## src/rtl/lfpd_pkg.sv

```systemverilog
package lfpd_pkg;

    // Field widths.
    localparam int PAT_W   = 5;
    localparam int E_W     = 9;
    localparam int GAIN_W  = 12;
    localparam int SUM_W   = 20;
    localparam int DE_W    = E_W + 1;
    localparam int PP_W    = GAIN_W + 1 + E_W;
    localparam int PI_W    = GAIN_W + 1 + SUM_W;
    localparam int PD_W    = GAIN_W + 1 + DE_W;
    localparam int ADJ_W   = PI_W + 1;
    localparam int FRAC_W  = 8;
    localparam int TRUNC_W = ADJ_W - FRAC_W;
    localparam int SPD_W   = TRUNC_W + 1;
    localparam int OUT_W   = 8;
    localparam int BASE_W  = 6;

    // APB register map.
    localparam int ADDR_W  = 4;
    localparam int DATA_W  = 32;

    typedef enum logic [1:0] {
        REG_GAIN_PROP  = 2'd0,
        REG_GAIN_INTEG = 2'd1,
        REG_GAIN_DERIV = 2'd2
    } t_reg_idx;

    localparam logic [GAIN_W-1:0] GAIN_PROP_RST  = 12'd240;
    localparam logic [GAIN_W-1:0] GAIN_INTEG_RST = 12'd0;
    localparam logic [GAIN_W-1:0] GAIN_DERIV_RST = 12'd80;

    // Sensor and offset thresholds, offsets in Q5.4.
    localparam logic [PAT_W-1:0] LOST_PATTERN = 5'h1F;
    localparam int Q_TWO     = 32;
    localparam int Q_FOUR    = 64;
    localparam int Q_FIVE    = 80;
    localparam int SUM_LIMIT = 524287;

    // Speeds in signed percent.
    localparam int DEAD_MIN  = 35;
    localparam int SPEED_MAX = 100;
    localparam logic [BASE_W-1:0] BASE_NEAR = 6'd40;
    localparam logic [BASE_W-1:0] BASE_FAR  = 6'd35;
    localparam logic signed [OUT_W-1:0] SPD_SPIN     = 8'sd70;
    localparam logic signed [OUT_W-1:0] SPD_CREEP    = 8'sd35;
    localparam logic signed [OUT_W-1:0] SPD_HARD_FWD = 8'sd80;
    localparam logic signed [OUT_W-1:0] SPD_HARD_REV = -8'sd50;

    // Operands of the PID products.
    typedef struct packed {
        logic signed [E_W-1:0]   e;
        logic signed [SUM_W-1:0] sum;
        logic signed [DE_W-1:0]  de;
    } t_pid_terms;

    // Registered PID products.
    typedef struct packed {
        logic signed [PP_W-1:0] pp;
        logic signed [PI_W-1:0] pi;
        logic signed [PD_W-1:0] pd;
    } t_pid_prod;

    // Deadzone followed by the clamp to the legal speed range.
    function automatic logic signed [OUT_W-1:0] shape_speed(
        input logic signed [SPD_W-1:0] v
    );
        logic signed [SPD_W-1:0] d;
        if (v > 0 && v < DEAD_MIN) begin
            d = SPD_W'(DEAD_MIN);
        end else if (v < 0 && v > -DEAD_MIN) begin
            d = -SPD_W'(DEAD_MIN);
        end else begin
            d = v;
        end
        if (d > SPEED_MAX) begin
            d = SPD_W'(SPEED_MAX);
        end else if (d < -SPEED_MAX) begin
            d = -SPD_W'(SPEED_MAX);
        end
        return d[OUT_W-1:0];
    endfunction

endpackage

```

## src/rtl/lfpd_mult.sv

```systemverilog
module lfpd_mult
    import lfpd_pkg::*;
(
    input  logic                     i_clk,
    input  logic                     i_en,
    input  t_pid_terms               i_terms,
    input  logic [GAIN_W-1:0]        i_gain_prop,
    input  logic [GAIN_W-1:0]        i_gain_integ,
    input  logic [GAIN_W-1:0]        i_gain_deriv,
    output t_pid_prod                o_prod
);

    // Gains are unsigned, so each gets a zero sign bit before the signed multiply.
    logic signed [PP_W-1:0] n_pp;
    logic signed [PI_W-1:0] n_pi;
    logic signed [PD_W-1:0] n_pd;
    t_pid_prod              r_prod;

    assign n_pp = PP_W'($signed({1'b0, i_gain_prop}))  * PP_W'(i_terms.e);
    assign n_pi = PI_W'($signed({1'b0, i_gain_integ})) * PI_W'(i_terms.sum);
    assign n_pd = PD_W'($signed({1'b0, i_gain_deriv})) * PD_W'(i_terms.de);

    always_ff @(posedge i_clk) begin
        if (i_en) begin
            r_prod.pp <= n_pp;
            r_prod.pi <= n_pi;
            r_prod.pd <= n_pd;
        end
    end

    assign o_prod = r_prod;

endmodule

```

## src/rtl/line_follow_pid_drive.sv

```systemverilog
// Line-following PID drive. Each accepted item carries a 5-bit sensor pattern and the
// current and previous line offsets in signed Q5.4; each item produces exactly one result
// item with left and right wheel speeds in signed percent (-100..100). An all-ones pattern
// means the line is lost: fixed spin or creep speeds are chosen from the previous offset
// and the PID state is untouched. Otherwise a PID step with unsigned Q8.4 gains runs on
// the current offset (integral saturating at +/-(2^19-1), history cleared when the line
// comes back), the truncated adjustment is added to the left base speed and subtracted
// from the right, and a deadzone, a clamp and the hard-turn overrides follow.
// The block takes one item every cycle while the output does not stall; an accepted
// item passes the input register, the state update, the multipliers and the adjustment
// sum before it lands in the result register. The loop that sets the rate is the
// integral and previous-error update in the state stage. Gains must be written over APB
// at byte addresses 0, 4 and 8 only while no item is in flight; the block itself does
// not enforce this. pready is tied high.
module line_follow_pid_drive
    import lfpd_pkg::*;
(
    input  logic                     i_clk,
    input  logic                     i_rst_n,

    input  logic                     psel,
    input  logic                     penable,
    input  logic                     pwrite,
    input  logic [ADDR_W-1:0]        paddr,
    input  logic [DATA_W-1:0]        pwdata,
    output logic [DATA_W-1:0]        prdata,
    output logic                     pready,

    input  logic                     i_in_valid,
    output logic                     o_in_stall,
    input  logic [PAT_W-1:0]         i_line_pattern,
    input  logic signed [E_W-1:0]    i_offset_now,
    input  logic signed [E_W-1:0]    i_offset_before,

    output logic                     o_out_valid,
    input  logic                     i_out_stall,
    output logic signed [OUT_W-1:0]  o_speed_left,
    output logic signed [OUT_W-1:0]  o_speed_right
);

    // ------------------------------------------------------------------
    // Configuration registers.
    // ------------------------------------------------------------------
    logic [GAIN_W-1:0] r_gain_prop;
    logic [GAIN_W-1:0] r_gain_integ;
    logic [GAIN_W-1:0] r_gain_deriv;
    t_reg_idx          cfg_idx;
    logic              cfg_wr;

    assign pready  = 1'b1;
    assign cfg_idx = t_reg_idx'(paddr[3:2]);
    assign cfg_wr  = psel && penable && pwrite && pready;

    always_ff @(posedge i_clk) begin
        if (!i_rst_n) begin
            r_gain_prop  <= GAIN_PROP_RST;
            r_gain_integ <= GAIN_INTEG_RST;
            r_gain_deriv <= GAIN_DERIV_RST;
        end else if (cfg_wr) begin
            case (cfg_idx)
                REG_GAIN_PROP:  r_gain_prop  <= pwdata[GAIN_W-1:0];
                REG_GAIN_INTEG: r_gain_integ <= pwdata[GAIN_W-1:0];
                REG_GAIN_DERIV: r_gain_deriv <= pwdata[GAIN_W-1:0];
                default: ;
            endcase
        end
    end

    always_comb begin
        case (cfg_idx)
            REG_GAIN_PROP:  prdata = DATA_W'(r_gain_prop);
            REG_GAIN_INTEG: prdata = DATA_W'(r_gain_integ);
            REG_GAIN_DERIV: prdata = DATA_W'(r_gain_deriv);
            default:        prdata = '0;
        endcase
    end

    // ------------------------------------------------------------------
    // Pipeline flow control. Each stage loads when it is empty or when the stage after
    // it loads, so a bubble anywhere can be filled while the result register waits.
    // ------------------------------------------------------------------
    logic r_s0_valid, r_s1_valid, r_s2_valid, r_s3_valid, r_out_valid;
    logic en0, en1, en2, en3, en4;

    assign en4 = !r_out_valid || !i_out_stall;
    assign en3 = !r_s3_valid  || en4;
    assign en2 = !r_s2_valid  || en3;
    assign en1 = !r_s1_valid  || en2;
    assign en0 = !r_s0_valid  || en1;

    assign o_in_stall  = !en0;
    assign o_out_valid = r_out_valid;

    always_ff @(posedge i_clk) begin
        if (!i_rst_n) begin
            r_s0_valid  <= 1'b0;
            r_s1_valid  <= 1'b0;
            r_s2_valid  <= 1'b0;
            r_s3_valid  <= 1'b0;
            r_out_valid <= 1'b0;
        end else begin
            if (en0) r_s0_valid  <= i_in_valid;
            if (en1) r_s1_valid  <= r_s0_valid;
            if (en2) r_s2_valid  <= r_s1_valid;
            if (en3) r_s3_valid  <= r_s2_valid;
            if (en4) r_out_valid <= r_s3_valid;
        end
    end

    // ------------------------------------------------------------------
    // Stage 0: input register.
    // ------------------------------------------------------------------
    logic [PAT_W-1:0]      r_s0_pattern;
    logic signed [E_W-1:0] r_s0_e;
    logic signed [E_W-1:0] r_s0_eb;

    always_ff @(posedge i_clk) begin
        if (en0) begin
            r_s0_pattern <= i_line_pattern;
            r_s0_e       <= i_offset_now;
            r_s0_eb      <= i_offset_before;
        end
    end

    // ------------------------------------------------------------------
    // Stage 1: PID state update. The integral and the previous error live here, so
    // back-to-back items see each other's updates without any forwarding.
    // ------------------------------------------------------------------
    logic signed [E_W-1:0]   r_prior_error;
    logic signed [SUM_W-1:0] r_error_sum;
    logic                    r_was_lost;

    logic                    s1_fire;
    logic                    s1_lost;
    logic signed [E_W-1:0]   prior_eff;
    logic signed [SUM_W-1:0] sum_base;
    logic signed [SUM_W:0]   sum_raw;
    logic signed [SUM_W-1:0] sum_sat;
    logic signed [DE_W-1:0]  de;

    logic                    n_fix;
    logic signed [OUT_W-1:0] n_fix_left;
    logic signed [OUT_W-1:0] n_fix_right;
    logic [BASE_W-1:0]       n_base;

    assign s1_fire = r_s0_valid && en1;
    assign s1_lost = (r_s0_pattern == LOST_PATTERN);

    // Coming back from a lost line restarts the integral and zeroes the derivative.
    assign prior_eff = r_was_lost ? r_s0_e : r_prior_error;
    assign sum_base  = r_was_lost ? '0 : r_error_sum;
    assign sum_raw   = (SUM_W+1)'(sum_base) + (SUM_W+1)'(r_s0_e);
    assign de        = DE_W'(r_s0_e) - DE_W'(prior_eff);

    always_comb begin
        if (sum_raw > SUM_LIMIT) begin
            sum_sat = SUM_W'(SUM_LIMIT);
        end else if (sum_raw < -SUM_LIMIT) begin
            sum_sat = -SUM_W'(SUM_LIMIT);
        end else begin
            sum_sat = sum_raw[SUM_W-1:0];
        end
    end

    // Fixed speed pairs: recovery while lost, and the hard-turn overrides.
    always_comb begin
        n_fix       = 1'b0;
        n_fix_left  = SPD_CREEP;
        n_fix_right = SPD_CREEP;
        if (s1_lost) begin
            n_fix = 1'b1;
            if (r_s0_eb > Q_TWO) begin
                n_fix_left  = SPD_SPIN;
                n_fix_right = -SPD_SPIN;
            end else if (r_s0_eb < -Q_TWO) begin
                n_fix_left  = -SPD_SPIN;
                n_fix_right = SPD_SPIN;
            end
        end else if (r_s0_e <= -Q_FOUR) begin
            n_fix       = 1'b1;
            n_fix_left  = SPD_HARD_REV;
            n_fix_right = SPD_HARD_FWD;
        end else if (r_s0_e >= Q_FOUR && r_s0_e <= Q_FIVE) begin
            n_fix       = 1'b1;
            n_fix_left  = SPD_HARD_FWD;
            n_fix_right = SPD_HARD_REV;
        end
    end

    assign n_base = (r_s0_e >= Q_TWO || r_s0_e <= -Q_TWO) ? BASE_FAR : BASE_NEAR;

    always_ff @(posedge i_clk) begin
        if (!i_rst_n) begin
            r_prior_error <= '0;
            r_error_sum   <= '0;
            r_was_lost    <= 1'b0;
        end else if (s1_fire) begin
            r_was_lost <= s1_lost;
            if (!s1_lost) begin
                r_prior_error <= r_s0_e;
                r_error_sum   <= sum_sat;
            end
        end
    end

    t_pid_terms              r_s1_terms;
    logic                    r_s1_fix;
    logic signed [OUT_W-1:0] r_s1_fix_left;
    logic signed [OUT_W-1:0] r_s1_fix_right;
    logic [BASE_W-1:0]       r_s1_base;

    always_ff @(posedge i_clk) begin
        if (en1) begin
            r_s1_terms.e   <= r_s0_e;
            r_s1_terms.sum <= sum_sat;
            r_s1_terms.de  <= de;
            r_s1_fix       <= n_fix;
            r_s1_fix_left  <= n_fix_left;
            r_s1_fix_right <= n_fix_right;
            r_s1_base      <= n_base;
        end
    end

    // ------------------------------------------------------------------
    // Stage 2: the three gain products.
    // ------------------------------------------------------------------
    t_pid_prod               s2_prod;
    logic                    r_s2_fix;
    logic signed [OUT_W-1:0] r_s2_fix_left;
    logic signed [OUT_W-1:0] r_s2_fix_right;
    logic [BASE_W-1:0]       r_s2_base;

    lfpd_mult u_mult (
        .i_clk        (i_clk),
        .i_en         (en2),
        .i_terms      (r_s1_terms),
        .i_gain_prop  (r_gain_prop),
        .i_gain_integ (r_gain_integ),
        .i_gain_deriv (r_gain_deriv),
        .o_prod       (s2_prod)
    );

    always_ff @(posedge i_clk) begin
        if (en2) begin
            r_s2_fix       <= r_s1_fix;
            r_s2_fix_left  <= r_s1_fix_left;
            r_s2_fix_right <= r_s1_fix_right;
            r_s2_base      <= r_s1_base;
        end
    end

    // ------------------------------------------------------------------
    // Stage 3: sum the products (Q.8) and truncate toward zero to whole percent.
    // Negative sums get a bias of one less than the divisor before the shift.
    // ------------------------------------------------------------------
    logic signed [ADJ_W-1:0]   adj;
    logic signed [ADJ_W-1:0]   adj_biased;
    logic signed [TRUNC_W-1:0] r_s3_trunc;
    logic                      r_s3_fix;
    logic signed [OUT_W-1:0]   r_s3_fix_left;
    logic signed [OUT_W-1:0]   r_s3_fix_right;
    logic [BASE_W-1:0]         r_s3_base;

    assign adj = ADJ_W'(s2_prod.pp) + ADJ_W'(s2_prod.pi) + ADJ_W'(s2_prod.pd);
    assign adj_biased = adj[ADJ_W-1] ? adj + ADJ_W'((1 << FRAC_W) - 1) : adj;

    always_ff @(posedge i_clk) begin
        if (en3) begin
            r_s3_trunc     <= adj_biased[ADJ_W-1:FRAC_W];
            r_s3_fix       <= r_s2_fix;
            r_s3_fix_left  <= r_s2_fix_left;
            r_s3_fix_right <= r_s2_fix_right;
            r_s3_base      <= r_s2_base;
        end
    end

    // ------------------------------------------------------------------
    // Stage 4: wheel speeds, deadzone and clamp, then the fixed overrides.
    // ------------------------------------------------------------------
    logic signed [SPD_W-1:0] base_ext;
    logic signed [SPD_W-1:0] raw_left;
    logic signed [SPD_W-1:0] raw_right;
    logic signed [OUT_W-1:0] n_speed_left;
    logic signed [OUT_W-1:0] n_speed_right;
    logic signed [OUT_W-1:0] r_speed_left;
    logic signed [OUT_W-1:0] r_speed_right;

    assign base_ext  = SPD_W'($signed({1'b0, r_s3_base}));
    assign raw_left  = base_ext + SPD_W'(r_s3_trunc);
    assign raw_right = base_ext - SPD_W'(r_s3_trunc);

    assign n_speed_left  = r_s3_fix ? r_s3_fix_left  : shape_speed(raw_left);
    assign n_speed_right = r_s3_fix ? r_s3_fix_right : shape_speed(raw_right);

    always_ff @(posedge i_clk) begin
        if (en4) begin
            r_speed_left  <= n_speed_left;
            r_speed_right <= n_speed_right;
        end
    end

    assign o_speed_left  = r_speed_left;
    assign o_speed_right = r_speed_right;

    // ------------------------------------------------------------------
    // Assertions.
    // ------------------------------------------------------------------

    // Every delivered speed lies in the legal command range.
    a_speed_range: assert property (@(posedge i_clk) disable iff (!i_rst_n)
        o_out_valid |-> (o_speed_left >= -SPEED_MAX && o_speed_left <= SPEED_MAX &&
                         o_speed_right >= -SPEED_MAX && o_speed_right <= SPEED_MAX))
        else $error("speed command out of range");

    // A lost-line item leaves the PID history untouched and marks the line as lost.
    a_lost_hold: assert property (@(posedge i_clk) disable iff (!i_rst_n)
        (s1_fire && s1_lost) |=>
            ($stable(r_error_sum) && $stable(r_prior_error) && r_was_lost))
        else $error("lost item disturbed PID state");

    // The integral never falls below the lower end of its saturation window.
    a_sum_window: assert property (@(posedge i_clk) disable iff (!i_rst_n)
        (r_error_sum >= -SUM_LIMIT))
        else $error("integral below saturation limit");

    // An item following a lost one starts with a zero derivative.
    a_regain_de: assert property (@(posedge i_clk) disable iff (!i_rst_n)
        (s1_fire && !s1_lost && r_was_lost) |=> (r_s1_terms.de == '0))
        else $error("derivative not cleared on line regain");

endmodule

```

## config.mk

```make
export PLATFORM = sky130hd
export DESIGN_NAME = line_follow_pid_drive
export DESIGN_NICKNAME = d
export VERILOG_FILES = /design/src/rtl/lfpd_pkg.sv /design/src/rtl/lfpd_mult.sv /design/src/rtl/line_follow_pid_drive.sv
export SDC_FILE = /design/constraint.sdc
export NUM_CORES = 2
export LEC_CHECK = 0
export ABC_AREA = 1
export BUFFER_PORTS_ARGS = -buffer_cell sky130_fd_sc_hd__buf_4
export CORE_MARGIN = 4
export CORE_UTILIZATION = 48
export CTS_CLUSTER_SIZE = 8
export DETAILED_ROUTE_END_ITERATION = 7
export HOLD_SLACK_MARGIN = 0.06
export PLACE_DENSITY = 0.63
export SLEW_MARGIN = 40
export SYNTH_ARGS = -nofsm -noshare
export SYNTH_HDL_FRONTEND = slang
export SYNTH_SLANG_ARGS = --single-unit
```

## constraint.sdc

```tcl
create_clock -name i_clk -period 12 [get_ports i_clk]
set_input_delay 1.8 -clock i_clk [delete_from_list [all_inputs] [get_ports i_clk]]
set_output_delay 1.8 -clock i_clk [all_outputs]
set_load 0.005 [all_outputs]
```

======== Word-level counts from Yosys, hierarchy flattened ========
Cells that the tools add are included.
storage, ports and cells
  flip-flop bits (word level) ............. 322
  latch bits .............................. 0
  bits in writable memories ............... 0
  memory bits (read-only) ................. 0
  bits of input ports ..................... 66
  output and inout bits ................... 51
  word-level logic and storage cells ...... 126
  memories ................................ 0
operators by class
  add/sub/neg operators ................... 7
  $mul .................................... 3
  divide/modulo/power cells ............... 0
  magnitude comparators ................... 21
  equal/unequal tests ..................... 3
  shift-type cells ........................ 0
  mux-type cells .......................... 28
  bitwise gates (word level) .............. 1
  reduce and logical (&&, ||, !) cells .... 27
operators with widths
  cell                     number
  $mux W8                  14
  $mux W27                 4
  $mux W20                 3
  $gt A27 B1 Y1 const B    2
  $gt A27 B7 Y1 const B    2
  $gt A27 B8 Y1 const B    2
  $lt A27 B1 Y1 const B    2
  $lt A27 B7 Y1 const B    2
  $lt A27 B8 Y1 const B    2
  $pmux W12 S3             1
  $add A22 B33 Y34         1
  $add A34 B23 Y34         1
  $add A34 B9 Y34 const B  1
  $mul A13 B20 Y33         1
  $mux W33                 1
  $add A7 B26 Y27          1
  $sub A7 B26 Y27          1
  $mul A13 B10 Y23         1
  $mul A13 B9 Y22          1
  $add A20 B9 Y21          1
  $gt A21 B20 Y1 const B   1
  $lt A21 B20 Y1 const B   1
  $mux W7                  2
  $sub A9 B9 Y10           1
  20 further kinds         41

======== Depth between registers and ports, before layout ========
  word-level depth ........................ 9
  depth in mapped cells ................... 29
  gate-level depth less buffers ........... 28

======== Modules after synthesis ========
Synthesis repeated with hierarchy kept, for this count alone.
unflattened totals
  cells, all modules ...................... 4869
  area total of the unflattened synthesis .. 36540.0 µm²
by module, submodules not included
  module                 times used  cells each  area an instance (µm²)  sequential area each (µm²)
  lfpd_mult              1           2639        20402.1                 2342.2
  line_follow_pid_drive  1           2230        16138.0                 5805.6

======== Worst setup path after synthesis ========
Ideal clock, no wire load.
  path type ............................... input port to output port
  from .................................... input i_out_stall
  to ...................................... output o_in_stall
  arrival time ............................ 6555 ps
  data required time ...................... 10200 ps
  setup slack ............................. 3645 ps
  stages .................................. 8
  buffers on the path ..................... 0
  cell sequence ........................... nand2_1 nor2_1 inv_1 nor2_1 inv_1 nor2_1 inv_1 nor2_1
on the way
  longest elaborated chain between the ends .. 7
ends and longest elaborated chain
  element             line                         source
  start: declaration  line_follow_pid_drive.sv:36  input logic i_out_stall,
  $logic_not A1 Y1    line_follow_pid_drive.sv:85  assign en4 = !r_out_valid || !i_out_stall;
  $logic_or A1 B1 Y1  line_follow_pid_drive.sv:85
  $logic_or A1 B1 Y1  line_follow_pid_drive.sv:86  assign en3 = !r_s3_valid || en4;
  net en3             line_follow_pid_drive.sv:83  logic en0, en1, en2, en3, en4;
  $logic_or A1 B1 Y1  line_follow_pid_drive.sv:87  assign en2 = !r_s2_valid || en3;
  net en2             line_follow_pid_drive.sv:83
  $logic_or A1 B1 Y1  line_follow_pid_drive.sv:88  assign en1 = !r_s1_valid || en2;
  net en1             line_follow_pid_drive.sv:83
  $logic_or A1 B1 Y1  line_follow_pid_drive.sv:89  assign en0 = !r_s0_valid || en1;
  $logic_not A1 Y1    line_follow_pid_drive.sv:91  assign o_in_stall = !en0;
  end: declaration    line_follow_pid_drive.sv:30  output logic o_in_stall,
The timed path passes the listed nets, and every way through them passes these cells.

======== Final worst setup path ========
  from .................................... register r_s1_terms[38] (netlist name)
  to ...................................... register u_mult.r_prod, in the netlist u_mult.o_prod[77], data pin
on the way
  longest elaborated chain between the ends .. 1
ends and longest elaborated chain
  element              line                          source
  start: declaration   line_follow_pid_drive.sv:206  t_pid_terms r_s1_terms;
  $mul A13 B9 Y22      lfpd_mult.sv:19               assign n_pp = PP_W'($signed({1'b0, i_gain_prop})) * PP_W'(i_terms.e);
  net u_mult.n_pp[21]  lfpd_mult.sv:14               logic signed [PP_W-1:0] n_pp;
  end: declaration     lfpd_mult.sv:17               t_pid_prod r_prod;
The timed path passes the listed nets, and every way through them passes these cells.
A chain may end at the register's enable or synchronous reset.

==> reports/qor.yml <==
dieArea_sq_mm: 0.07637
holdBufCountCts: 0
hold_end: "r_s3_fix_left[3]"
grt_pass1_wl_microns: 142600
core_area_sq_mm: 0.07149
post_cts_resized: 0
peakVddDrop_v: 0.0001552
dp_hpwl_microns: 69680
layout_min_cycle_time_ns: 6.307
pin_count: 117
hp-class: "reg -> reg"
rsz0062_at_grt: "false"
synthAdderAreaFrac: 0.3339
r2r_start: "r_s1_terms[38]"
min_period_over_period: 0.5256
tritoncts: "built"
setup_viol: 0
ff2ff_path_depth: 24
synth-seq-cells: 295
initial_utilization: 0.4835
antenna_left: 0
dr.pass1.iters: 6
fmax_mhz: 158.6
synth_top_family_by_area: "adder cells"
worst_slew_pin_slew_ns: 0.8542
final_cell_mix: "1100 x nand2_1, 881 x inv_1, 406 x fa_1"
ys_warn_count: 0
min-delay-start: "r_s2_fix_left[3]"
timing.critical_path.mode_cell: "nand3_1"
clock_latency_ns: 0.60
relSlewSlack: 0.4284
cts_setup_buffers: 0
grt_util_all_layers: 0.2275
swShare: 0.4998
netlist_area_sq_mm: 0.03457
avgSynthCellArea_sq_um: 8.063
cp_slowest_cell: "fa_1"
port_buffers: 73
final_nets: 5042
vias: 26780
slew_viol_final: 0
synth-edff-count: 224
fin_util: 0.5196
layout_commonest_cell: "nand2_1"
grt_max_degree: 74
holdWs_ns: 0.4117
drcViolationCount: 0
synth-simple-area-share: 0.2148
power_frac_clock: 0.158
synth_cells: 4287
critPathTopFamily: "adder cells"
hold_viol: 0
fp.dieW_microns: 276.4
drive_above_1_share: 0.06338
pwr-share-comb: 0.587
antenna_cells: 0
gp_congestion: 0.9354
r2r-end: "u_mult.o_prod[77]"
p_leak_nw: 19.86
cp_max_fo: 10
layout.cells.non_filler: 5273
overflow: 0
htreeDepth: 2
vias_per_cell: 5.079
holdPathStages: 0
seq_power_share: 0.255
finClkSkew_ns: 0.04110
first_global_vias: 27580
multi_input_area_sq_mm: 0.02245
area_delta_synth_final_pct: 7.453
cp-end-kind: "flip-flop"
cp_data_required_time_ns: 12.29
drt_wl_total_microns: 85350
power.density_mw_per_mm2: 197.0
cts.sinks: 295
path_class: "reg -> reg"
ff_latch_area_sq_mm: 0.008153
detail_route.wl_per_cell_microns: 16.19
p_int_mw: 3.660
place_area_sq_mm: 0.03585
muxShareOfSynthArea: 0
synth_async_sr_flop_share: 0
crit_chain: "inv_1 > or2_2 > fa_1 > fa_1 > inv_1 > fa_1 > fa_1 > fa_1 > ha_1 > nand3_1 > nand3_1 > a21oi_1 > inv_1 > a21oi_1 > o21ai_0 > nand3_1 > nand2_1 > nand3_1 > nand2_1 > nand3_1 > nand2_1 > nand3_1 > nand2_1 > xor2_1"
ys_seq_area_frac: 0.2357
num_rows: 98
tns_ns: 0
die_y_microns: 276.4
outcome: "finished, final reports clean"
dp_cells: 5201
drtIter0Drc: 1460
fin_area_sq_mm: 0.03714
antenna_found_initial: 2
start_kind: "flip-flop"
rrSetupSlack_ns: 5.69
numCtsBuffers: 44
synth_ff_type: "edfxtp_1"
critPathArrivalTime_ns: 6.60
synth-xor-area-share: 0.03641
cts-root-buf: "clkbuf_16"
clk_pin_slew_ns: 0.06
p_switching_mw: 3.658
cts_buffer_depth: 3
fill_cells: 6865
crit_buf_inv: 3
max_stage_delay_ns: 0.57
maxCapViolCount: 0
ys_types: 66
synth_compound_area_frac: 0.06128
==> kinds of logic after synthesis <==
kind of cell    Yosys count
flops                   295
buf+inv                1045
fa+ha+maj               679
other cells               2
xor+xnor                142
simple gates           1753
compound gates          371
==> cells in the mapped netlist, types with 3 or more instances <==
master	instances	area, sq um
a21oi_1	168	840.8
o21ai_0	119	595.6
inv_1	884	3318
nand3_2	9	90.09
nor4_1	18	112.6
a21oi_4	3	48.80
dfxtp_1	71	1421
o21ai_1	4	20.02
nand3_1	166	830.8
a21o_1	10	75.07
buf_2	4	20.02
nand4_1	54	337.8
a211oi_1	3	22.52
nor2_1	280	1051
buf_6	4	45.04
xor2_1	104	910.9
or2_2	9	56.30
xnor2_1	36	315.3
nor2_4	7	78.83
nand2_4	7	78.83
ha_1	273	3416
buf_4	25	187.7
o21a_1	7	52.55
o22ai_1	3	18.77
o31ai_1	3	22.52
fa_1	406	8128
edfxtp_1	224	6726
clkbuf_1	110	412.9
nor2_2	25	156.4
and3_1	3	18.77
o21ai_2	3	26.28
a31oi_1	3	18.77
nor3_1	26	130.1
nand3b_1	8	60.06
nand2_2	32	200.2
nand2_1	1100	4129
clkinv_1	3	11.26
o211ai_1	13	97.59
o21bai_1	15	112.6
inv_2	12	45.04
==> flip-flops by register name, summed over array words and instances (netlist names), 4 cells and up <==
| register | count |
|---|---|
| r_s0_pattern | 5 |
| r_s2_fix_left | 7 |
| r_s3_trunc | 26 |
| r_s2_fix_right | 4 |
| r_error_sum | 20 |
| o_speed_right | 8 |
| r_prior_error | 9 |
| r_s3_fix_right | 4 |
| u_mult.o_prod | 78 |
| r_s0_e | 9 |
| r_gain_deriv | 12 |
| r_gain_integ | 12 |
| o_speed_left | 8 |
| r_gain_prop | 12 |
| r_s3_fix_left | 7 |
| r_s1_terms | 39 |
| r_s0_eb | 9 |
| r_s1_fix_left | 4 |
| r_s1_fix_right | 7 |
==> power groups by stage <==
stage | combinational (mW) | sequential [mW] | clock, mW
after floorplan | 3.44 | 1.60 | 0
after global placement | 4.25 | 1.88 | 0
after detailed placement | 4.28 | 1.88 | 0
after CTS | 4.30 | 1.86 | 1.20
after global routing | 4.92 | 1.90 | 1.24
final | 4.29 | 1.87 | 1.16
==> worst max-delay path by stage <==
stage	start	to	slack, ns	depth (start not counted)
after floorplan	i_out_stall	o_in_stall	3.65	8
after global placement	r_gain_integ[6]	u_mult.o_prod[53]	5.74	24
after detailed placement	r_s1_terms[9]	u_mult.o_prod[22]	5.73	18
after CTS	r_s1_terms[9]	u_mult.o_prod[22]	5.68	18
after global routing	r_gain_integ[1]	u_mult.o_prod[53]	5.31	27
final	r_s1_terms[38]	u_mult.o_prod[77]	5.69	24
==> worst register-to-register path: cells and delay by family, from the launching register on <==
family / cells / cell delay [ns]
adder cells (fa/ha/maj): 6 / 2.95
AND/OR/NAND/NOR: 11 / 1.25
flip-flops: 1 / 0.56
XOR/XNOR: 1 / 0.44
AO/OA/AOI/OAI: 3 / 0.43
buffers and inverters: 3 / 0.36
==> stage by stage <==
stage | total power, mW | setup slack [ns]
2_1_floorplan | 5.039 | 3.645
3_3_place_gp | 6.124 | 5.740
3_5_place_dp | 6.153 | 5.730
4_1_cts | 7.354 | 5.678
5_1_grt | 8.054 | 5.312
6_report | 7.318 | 5.693
==> routing by layer <==
metal | up-vias | track usage | share of wire | wire length [microns]
met2 | 628 | 0.3870 | 0.47 | 40340
met3 | 142 | 0.02406 | 0.044 | 3794
li1 | 13220 | - | - | -
met5 | - | 0 | 0.00020 | 17
met4 | 2 | 0.06985 | 0.032 | 2768
met1 | 12790 | 0.3084 | 0.45 | 38440
==> area by class of cell <==
type                       count  share of cell area
clock buffer                  66             0.03241
timing repair buffer          88             0.01799
multi-input combinational   2966              0.6043
tap                          950             0.03200
sequential                   295              0.2195
inverter                     902             0.09159
clock inverter                 6            0.002190
Note: power is estimated with default switching activity, not from simulation.
